File: src/rtl/core/b64e_pkg.sv
// Shared types, constants and the character table for the base64 stream encoder.
// Depends on nothing; every other file of the encoder imports it.
`timescale 1ns / 1ps

package b64e_pkg;

   localparam int B64E_QUEUE_DEPTH = 2;

   localparam logic [7:0] PAD_CHAR   = 8'h3D;
   localparam logic [7:0] UPPER_BASE = 8'h41;
   localparam logic [7:0] LOWER_BASE = 8'h61;
   localparam logic [7:0] DIGIT_BASE = 8'h30;
   localparam logic [7:0] PLUS_CHAR  = 8'h2B;
   localparam logic [7:0] SLASH_CHAR = 8'h2F;

   localparam logic [5:0] LOWER_FIRST = 6'd26;
   localparam logic [5:0] DIGIT_FIRST = 6'd52;
   localparam logic [5:0] PLUS_INDEX  = 6'd62;

   localparam logic [1:0] LAST_CHAR_INDEX = 2'd3;

   typedef struct packed {
      logic [23:0] group;
      logic [1:0]  held_count;
      logic        final_group;
   } b64e_group_type;

   function automatic logic [7:0] b64e_char(input logic [5:0] index);
      logic [7:0] wide_index;
      wide_index = {2'b00, index};
      if (index < LOWER_FIRST) begin
         return UPPER_BASE + wide_index;
      end else if (index < DIGIT_FIRST) begin
         return LOWER_BASE + (wide_index - {2'b00, LOWER_FIRST});
      end else if (index < PLUS_INDEX) begin
         return DIGIT_BASE + (wide_index - {2'b00, DIGIT_FIRST});
      end else if (index == PLUS_INDEX) begin
         return PLUS_CHAR;
      end else begin
         return SLASH_CHAR;
      end
   endfunction

endpackage

File: src/rtl/core/b64e_front.sv
// Front end of the base64 encoder: accepts bytes, holds a partial group
// and forwards each finished group to the group queue. Depends on b64e_pkg.
`timescale 1ns / 1ps

module b64e_front (
   input  logic                    clock,
   input  logic                    reset,
   input  logic                    req_push,
   input  logic [7:0]              req_data_byte,
   input  logic                    req_final_byte,
   output logic                    req_full,
   output logic                    q_push,
   output b64e_pkg::b64e_group_type q_entry,
   input  logic                    q_full
);
   import b64e_pkg::*;

   logic [15:0] held_bytes_ff, held_bytes_in;
   logic [1:0]  held_count_ff, held_count_in;
   logic        accept;
   logic        two_held;

   assign req_full = q_full;
   assign accept   = req_push && !q_full;
   assign two_held = held_count_ff[1];

   always_comb begin
      held_bytes_in = held_bytes_ff;
      held_count_in = held_count_ff;
      q_push        = 1'b0;
      q_entry.final_group = req_final_byte;
      q_entry.held_count  = two_held ? 2'd2 : held_count_ff;
      if (two_held) begin
         q_entry.group = {held_bytes_ff, req_data_byte};
      end else if (held_count_ff == 2'd1) begin
         q_entry.group = {held_bytes_ff[15:8], req_data_byte, 8'h00};
      end else begin
         q_entry.group = {req_data_byte, 16'h0000};
      end
      if (accept) begin
         if (two_held || req_final_byte) begin
            q_push        = 1'b1;
            held_bytes_in = 16'h0000;
            held_count_in = 2'd0;
         end else if (held_count_ff == 2'd1) begin
            held_bytes_in = {held_bytes_ff[15:8], req_data_byte};
            held_count_in = 2'd2;
         end else begin
            held_bytes_in = {req_data_byte, 8'h00};
            held_count_in = 2'd1;
         end
      end
   end

   always_ff @(posedge clock) begin
      if (reset) begin
         held_bytes_ff <= 16'h0000;
         held_count_ff <= 2'd0;
      end else begin
         held_bytes_ff <= held_bytes_in;
         held_count_ff <= held_count_in;
      end
   end

endmodule

File: src/rtl/core/b64e_queue.sv
// Short queue of finished three-byte groups between the front and back ends.
// Depends on b64e_pkg for the group entry type.
`timescale 1ns / 1ps

module b64e_queue #(
   parameter int DEPTH = b64e_pkg::B64E_QUEUE_DEPTH
) (
   input  logic                     clock,
   input  logic                     reset,
   input  logic                     push,
   input  b64e_pkg::b64e_group_type push_entry,
   output logic                     full,
   input  logic                     pop,
   output b64e_pkg::b64e_group_type head_entry,
   output logic                     empty
);
   import b64e_pkg::*;

   localparam int PTR_W = (DEPTH > 1) ? $clog2(DEPTH) : 1;
   localparam int CNT_W = $clog2(DEPTH + 1);
   localparam logic [PTR_W-1:0] LAST_PTR  = PTR_W'(DEPTH - 1);
   localparam logic [CNT_W-1:0] FULL_CNT  = CNT_W'(DEPTH);

   b64e_group_type    entry_ff [DEPTH];
   logic [PTR_W-1:0]  wr_ptr_ff, wr_ptr_in;
   logic [PTR_W-1:0]  rd_ptr_ff, rd_ptr_in;
   logic [CNT_W-1:0]  count_ff, count_in;
   logic              do_push, do_pop;

   assign full       = (count_ff == FULL_CNT);
   assign empty      = (count_ff == '0);
   assign head_entry = entry_ff[rd_ptr_ff];
   assign do_push    = push && !full;
   assign do_pop     = pop && !empty;

   always_comb begin
      wr_ptr_in = wr_ptr_ff;
      rd_ptr_in = rd_ptr_ff;
      count_in  = count_ff;
      if (do_push) begin
         wr_ptr_in = (wr_ptr_ff == LAST_PTR) ? '0 : wr_ptr_ff + 1'b1;
      end
      if (do_pop) begin
         rd_ptr_in = (rd_ptr_ff == LAST_PTR) ? '0 : rd_ptr_ff + 1'b1;
      end
      if (do_push && !do_pop) begin
         count_in = count_ff + 1'b1;
      end else if (do_pop && !do_push) begin
         count_in = count_ff - 1'b1;
      end
   end

   always_ff @(posedge clock) begin
      if (reset) begin
         wr_ptr_ff <= '0;
         rd_ptr_ff <= '0;
         count_ff  <= '0;
      end else begin
         wr_ptr_ff <= wr_ptr_in;
         rd_ptr_ff <= rd_ptr_in;
         count_ff  <= count_in;
      end
   end

   always_ff @(posedge clock) begin
      if (do_push) begin
         entry_ff[wr_ptr_ff] <= push_entry;
      end
   end

endmodule

File: src/rtl/core/b64e_back.sv
// Back end: turns each queued group into four base64 characters, one per cycle
// while results are popped, via a registered result stage. Depends on b64e_pkg.
`timescale 1ns / 1ps

module b64e_back (
   input  logic                     clock,
   input  logic                     reset,
   input  b64e_pkg::b64e_group_type head_entry,
   input  logic                     q_empty,
   output logic                     q_pop,
   output logic                     rsp_empty,
   input  logic                     rsp_pop,
   output logic [7:0]               rsp_code_char,
   output logic                     rsp_run_last,
   output logic                     rsp_message_end
);
   import b64e_pkg::*;

   logic [1:0] char_idx_ff, char_idx_in;
   logic       out_valid_ff, out_valid_in;
   logic [7:0] out_char_ff, out_char_in;
   logic       out_run_last_ff, out_run_last_in;
   logic       out_end_ff, out_end_in;
   logic       load;
   logic       last_char;
   logic [5:0] six_bits;
   logic [2:0] sig_count;

   assign load      = !q_empty && (!out_valid_ff || rsp_pop);
   assign last_char = (char_idx_ff == LAST_CHAR_INDEX);
   assign sig_count = {1'b0, head_entry.held_count} + 3'd2;
   assign q_pop     = load && last_char;

   always_comb begin
      case (char_idx_ff)
         2'd0:    six_bits = head_entry.group[23:18];
         2'd1:    six_bits = head_entry.group[17:12];
         2'd2:    six_bits = head_entry.group[11:6];
         default: six_bits = head_entry.group[5:0];
      endcase
   end

   always_comb begin
      char_idx_in     = char_idx_ff;
      out_valid_in    = out_valid_ff && !rsp_pop;
      out_char_in     = out_char_ff;
      out_run_last_in = out_run_last_ff;
      out_end_in      = out_end_ff;
      if (load) begin
         char_idx_in     = char_idx_ff + 1'b1;
         out_valid_in    = 1'b1;
         out_char_in     = ({1'b0, char_idx_ff} < sig_count) ? b64e_char(six_bits) : PAD_CHAR;
         out_run_last_in = last_char;
         out_end_in      = last_char && head_entry.final_group;
      end
   end

   always_ff @(posedge clock) begin
      if (reset) begin
         char_idx_ff  <= 2'd0;
         out_valid_ff <= 1'b0;
      end else begin
         char_idx_ff  <= char_idx_in;
         out_valid_ff <= out_valid_in;
      end
      out_char_ff     <= out_char_in;
      out_run_last_ff <= out_run_last_in;
      out_end_ff      <= out_end_in;
   end

   assign rsp_empty       = !out_valid_ff;
   assign rsp_code_char   = out_char_ff;
   assign rsp_run_last    = out_run_last_ff;
   assign rsp_message_end = out_end_ff;

endmodule

File: src/rtl/core/base64_stream_encoder.sv
// Base64 stream encoder: a front end that gathers bytes into groups, a group queue,
// and a back end that writes one character per cycle while results are popped.
// The first character of a group reaches the result ports through the group queue
// and then the registered result stage. Throughput, set by the back end, is one
// character per cycle while results are popped: four characters per three bytes.
// Synchronous reset empties the queue and result stage and clears any held bytes.
`timescale 1ns / 1ps

module base64_stream_encoder #(
   parameter int QUEUE_DEPTH = b64e_pkg::B64E_QUEUE_DEPTH
) (
   input  logic       clock,
   input  logic       reset,
   input  logic       req_push,
   input  logic [7:0] req_data_byte,
   input  logic       req_final_byte,
   output logic       req_full,
   output logic       rsp_empty,
   input  logic       rsp_pop,
   output logic [7:0] rsp_code_char,
   output logic       rsp_run_last,
   output logic       rsp_message_end
);
   import b64e_pkg::*;

   b64e_group_type push_entry;
   b64e_group_type head_entry;
   logic           q_push;
   logic           q_full;
   logic           q_pop;
   logic           q_empty;

   b64e_front u_front (
      .clock          (clock),
      .reset          (reset),
      .req_push       (req_push),
      .req_data_byte  (req_data_byte),
      .req_final_byte (req_final_byte),
      .req_full       (req_full),
      .q_push         (q_push),
      .q_entry        (push_entry),
      .q_full         (q_full)
   );

   b64e_queue #(
      .DEPTH (QUEUE_DEPTH)
   ) u_queue (
      .clock      (clock),
      .reset      (reset),
      .push       (q_push),
      .push_entry (push_entry),
      .full       (q_full),
      .pop        (q_pop),
      .head_entry (head_entry),
      .empty      (q_empty)
   );

   b64e_back u_back (
      .clock           (clock),
      .reset           (reset),
      .head_entry      (head_entry),
      .q_empty         (q_empty),
      .q_pop           (q_pop),
      .rsp_empty       (rsp_empty),
      .rsp_pop         (rsp_pop),
      .rsp_code_char   (rsp_code_char),
      .rsp_run_last    (rsp_run_last),
      .rsp_message_end (rsp_message_end)
   );

endmodule

File: config.mk
export PLATFORM = sky130hd
export DESIGN_NAME = base64_stream_encoder
export DESIGN_NICKNAME = d
export VERILOG_FILES = /design/src/rtl/core/b64e_pkg.sv /design/src/rtl/core/b64e_front.sv /design/src/rtl/core/b64e_queue.sv /design/src/rtl/core/b64e_back.sv /design/src/rtl/core/base64_stream_encoder.sv
export SDC_FILE = /design/constraint.sdc
export NUM_CORES = 1
export LEC_CHECK = 0
export ABC_AREA = 1
export CAP_MARGIN = 10
export CORE_ASPECT_RATIO = 1.75
export CORE_MARGIN = 5
export CORE_UTILIZATION = 28
export CTS_CLUSTER_DIAMETER = 60
export DETAILED_ROUTE_END_ITERATION = 8
export DONT_BUFFER_PORTS = 1
export SETUP_SLACK_MARGIN = 0.2
export SYNTH_ARGS = -nofsm -noshare
export SYNTH_HDL_FRONTEND = slang
export SYNTH_SLANG_ARGS = --single-unit
File: constraint.sdc
create_clock -name clock -period 3.5 [get_ports clock]
set_clock_uncertainty 0.15 [all_clocks]
set_input_delay 0.7 -clock clock [delete_from_list [all_inputs] [get_ports clock]]
set_output_delay 0.7 -clock clock [all_outputs]
set_load 0.02 [all_outputs]
==> impl_metrics.tcl <==
set metrics [dict create \
    status "finished clean" \
    ys_warn_count 0 \
    syn_to_final_growth_pct 11.25 \
    cts_setup_buffers 0 \
    cpMostUsedCell "nand2_1" \
    crit_path_max_incr_delay_ns 0.73 \
    fmax_mhz 357.7 \
    synth_nets 504 \
    cp_slowest_cell "dfxtp_1" \
    synth_cell_types 42 \
    hold_slack_ns 0.2726 \
    rsz0062_at_grt "false" \
    ios 25 \
    htree_levels 3 \
    yosysSeqAreaShare_pct 55.58 \
    cp_max_fo 17 \
    cts.path.max_buffers 2 \
    min_period_ns 2.796 \
    fin_tns_setup_ns 0 \
    drv_cap 0 \
    timing_worst_setup_path_type "flop to flop" \
    dieHeight_um 175.7 \
    synth.largest_area_cell "edfxtp_1" \
    grt.overflow.total 0 \
    min_period_over_period_pct 79.88 \
    nets 507 \
    worst_pin_slew_ns 1.073 \
    wirelength_mm 8.988 \
    first_global_vias 3107 \
    hold_path_class "input port to flop" \
    hp-start "reset" \
    vdd_drop_max_uv 247.7 \
    dpl.hpwl_mm 6.931 \
    grt_pass1_wl_mm 14.81 \
    power_density_mw_per_mm2 603.6 \
    viasPerCell 4.510 \
    initial_core_util_pct 28.55 \
    worst_setup_path_end_kind "flop" \
    avgSynthCellArea_um2 9.174 \
    synth_edf_count 64 \
    cts_resized 0 \
    cp.required_ns 3.42 \
    fp.dieW_um 104.7 \
    setup_viol 0 \
    fillers 1563 \
    portBuffers 0 \
    grt_start_max_net_pins 28 \
    clk_pin_slew_ns 0.07 \
    cts_buffers 9 \
    synthArstFlopShare_pct 0 \
    yosysTopAreaCellShare_pct 43.74 \
    ys_ff_latch 90 \
    die_area_mm2 0.01840 \
    synth_ff_type "edfxtp_1" \
    worstPathCellList "inv_6 > a21oi_1 > nand3_1 > nand2_1 > nand2_1 > nand2_1 > inv_1 > ha_1 > inv_1 > nor2_1 > inv_1 > nor2_1 > nand3_2 > nand2_1 > nand2_1 > nand2_1 > nand2_1 > a21oi_1" \
    remaining_drc_errors 0 \
    num_vias 3035 \
    fp.coreArea_mm2 0.01539 \
    start_kind "flop" \
    cts_tree "built" \
    drtAntennaViolNets 0 \
    routedWlPerCell_um 13.36 \
    cts_hold_buffers 0 \
    antenna_found_initial 0 \
    drv_slew 0 \
    drt-initial-drc-count 103 \
    leakagePower_nw 1.967 \
    antennaDiodeCount 0 \
    cts_sinks 90 \
    worst_skew_pair.late_latency_ns 0.34 \
    slew_headroom_pct 28.02 \
    drt-pass1-iter-count 4 \
    ctsRootBufferMaster "clkbuf_16" \
    cp.arrival_ns 2.72 \
    finalHoldViolations 0 \
    synth_area_leaders "edfxtp_1 44%, dfxtp_1 12%, nand2_1 10%" \
    fp-row-count 60 \
    syn_inst 479 \
    syn-cell-area_mm2 0.004394 \
    gp_congestion 0.8234 \
    grt_usage_pct 10.12 \
    drive_gt1_share_pct 12.73 \
]
[registers in the layout, indices dropped and copies added (netlist names), 2 cells and up, named ones only]
signal and flops:
u_queue.count_ff 2, u_back.char_idx_ff 2, u_back.rsp_code_char 8, u_front.held_bytes_ff 16
u_queue.entry_ff 54, u_front.held_count_ff 2
[synth_stat cells, types with 2 or more instances]
cell / n
edfxtp_1: 64
clkbuf_1: 7
o21ai_2: 2
o21ai_1: 5
inv_2: 6
buf_2: 2
nand2_2: 10
nand2_4: 3
buf_6: 3
a211oi_1: 2
a21oi_1: 27
nand3_1: 24
nand2_1: 122
or2_2: 2
nor2_4: 3
dfxtp_1: 26
nand3_2: 2
nor2_2: 2
o211ai_1: 4
o22ai_1: 8
nand4_1: 3
o21ai_0: 22
ha_1: 12
a21oi_2: 4
xor2_1: 3
nor2_1: 24
inv_1: 72
[layout by cell type, fill, tap and decap left out, drive strengths merged]
cell	n
clkinvlp	1
a21oi	31
o211ai	5
nor3b	1
o21ai	29
nand2	135
nor3	1
nand3	26
a31oi	1
a41oi	1
nand4	3
o22ai	8
buf	6
or2	3
o21a	1
a211o	1
clkinv	1
o21bai	2
nand3b	1
nor2	29
inv	82
a21boi	1
a211oi	2
ha	12
clkbuf	11
dfxtp	26
edfxtp	64
xor2	3
[report_power, final]
part / switching, mW / leakage (nW) / total (mW) / internal (mW)
registers: 0.0749 / 0.819 / 1.33 / 1.26
clock network: 0.408 / 0.148 / 0.959 / 0.551
logic: 0.442 / 1.00 / 0.658 / 0.216
[through the flow]
stage          total power [mW]  instances  utilization, %  area, um2  setup slack (ns)
2_1_floorplan             1.868        479               -       4394            0.6982
3_3_place_gp              1.998        657           29.79       4584            0.8164
3_5_place_dp              2.016        657           29.79       4584            0.7149
4_1_cts                   2.980        673           31.76       4888            0.7005
5_1_grt                   3.117        673           31.76       4888            0.3764
6_report                  2.951        673           31.76       4888            0.7041
[area by class of cell]
class	instances	area (um2)	share of cell area, %
sequential	90	2442	49.96
multi-input combinational	296	1563	31.97
inverter	79	301.5	6.168
clock buffer	11	264.0	5.401
tap	186	232.7	4.761
timing repair buffer	6	45.04	0.9214
clock inverter	5	40.04	0.8190
[worst paths after layout]
path | end | slack, ns | cells after the start
worst max-delay path | u_back.rsp_code_char[6] | 0.70 | 18
worst min-delay path | u_queue.rd_ptr_ff | 0.27 | 1
worst max register to register | u_back.rsp_code_char[6] | 0.70 | 18
worst min register to register | u_front.held_bytes_ff[1] | 0.31 | 2
[critical path, delay by kind of cell, from the launching register on]
family	cells	cell delay, ns
and+or+nand+nor	11	0.79
adders and majority gates	1	0.19
AOI/OAI and AO/OA	2	0.24
DFF	1	0.73
buffers and inverters	4	0.41
[kinds of logic (layout without fill, tap and decap cells)]
family          after synthesis  after routing  synth area share, %
compound gates               82             82                11.11
xor+xnor                      3              3               0.5981
buf+inv                      93            101                8.969
fa+ha+maj                    12             12                3.417
simple gates                199            199                20.33
flops                        90             90                55.58
[routing by layer]
metal	global-route usage [%]	share of wire (%)
met1	9.456	36
met3	1.949	3.4
met4	6.720	4.8
met5	0	0
met2	19.42	56
(Power assumes the default switching activity.)
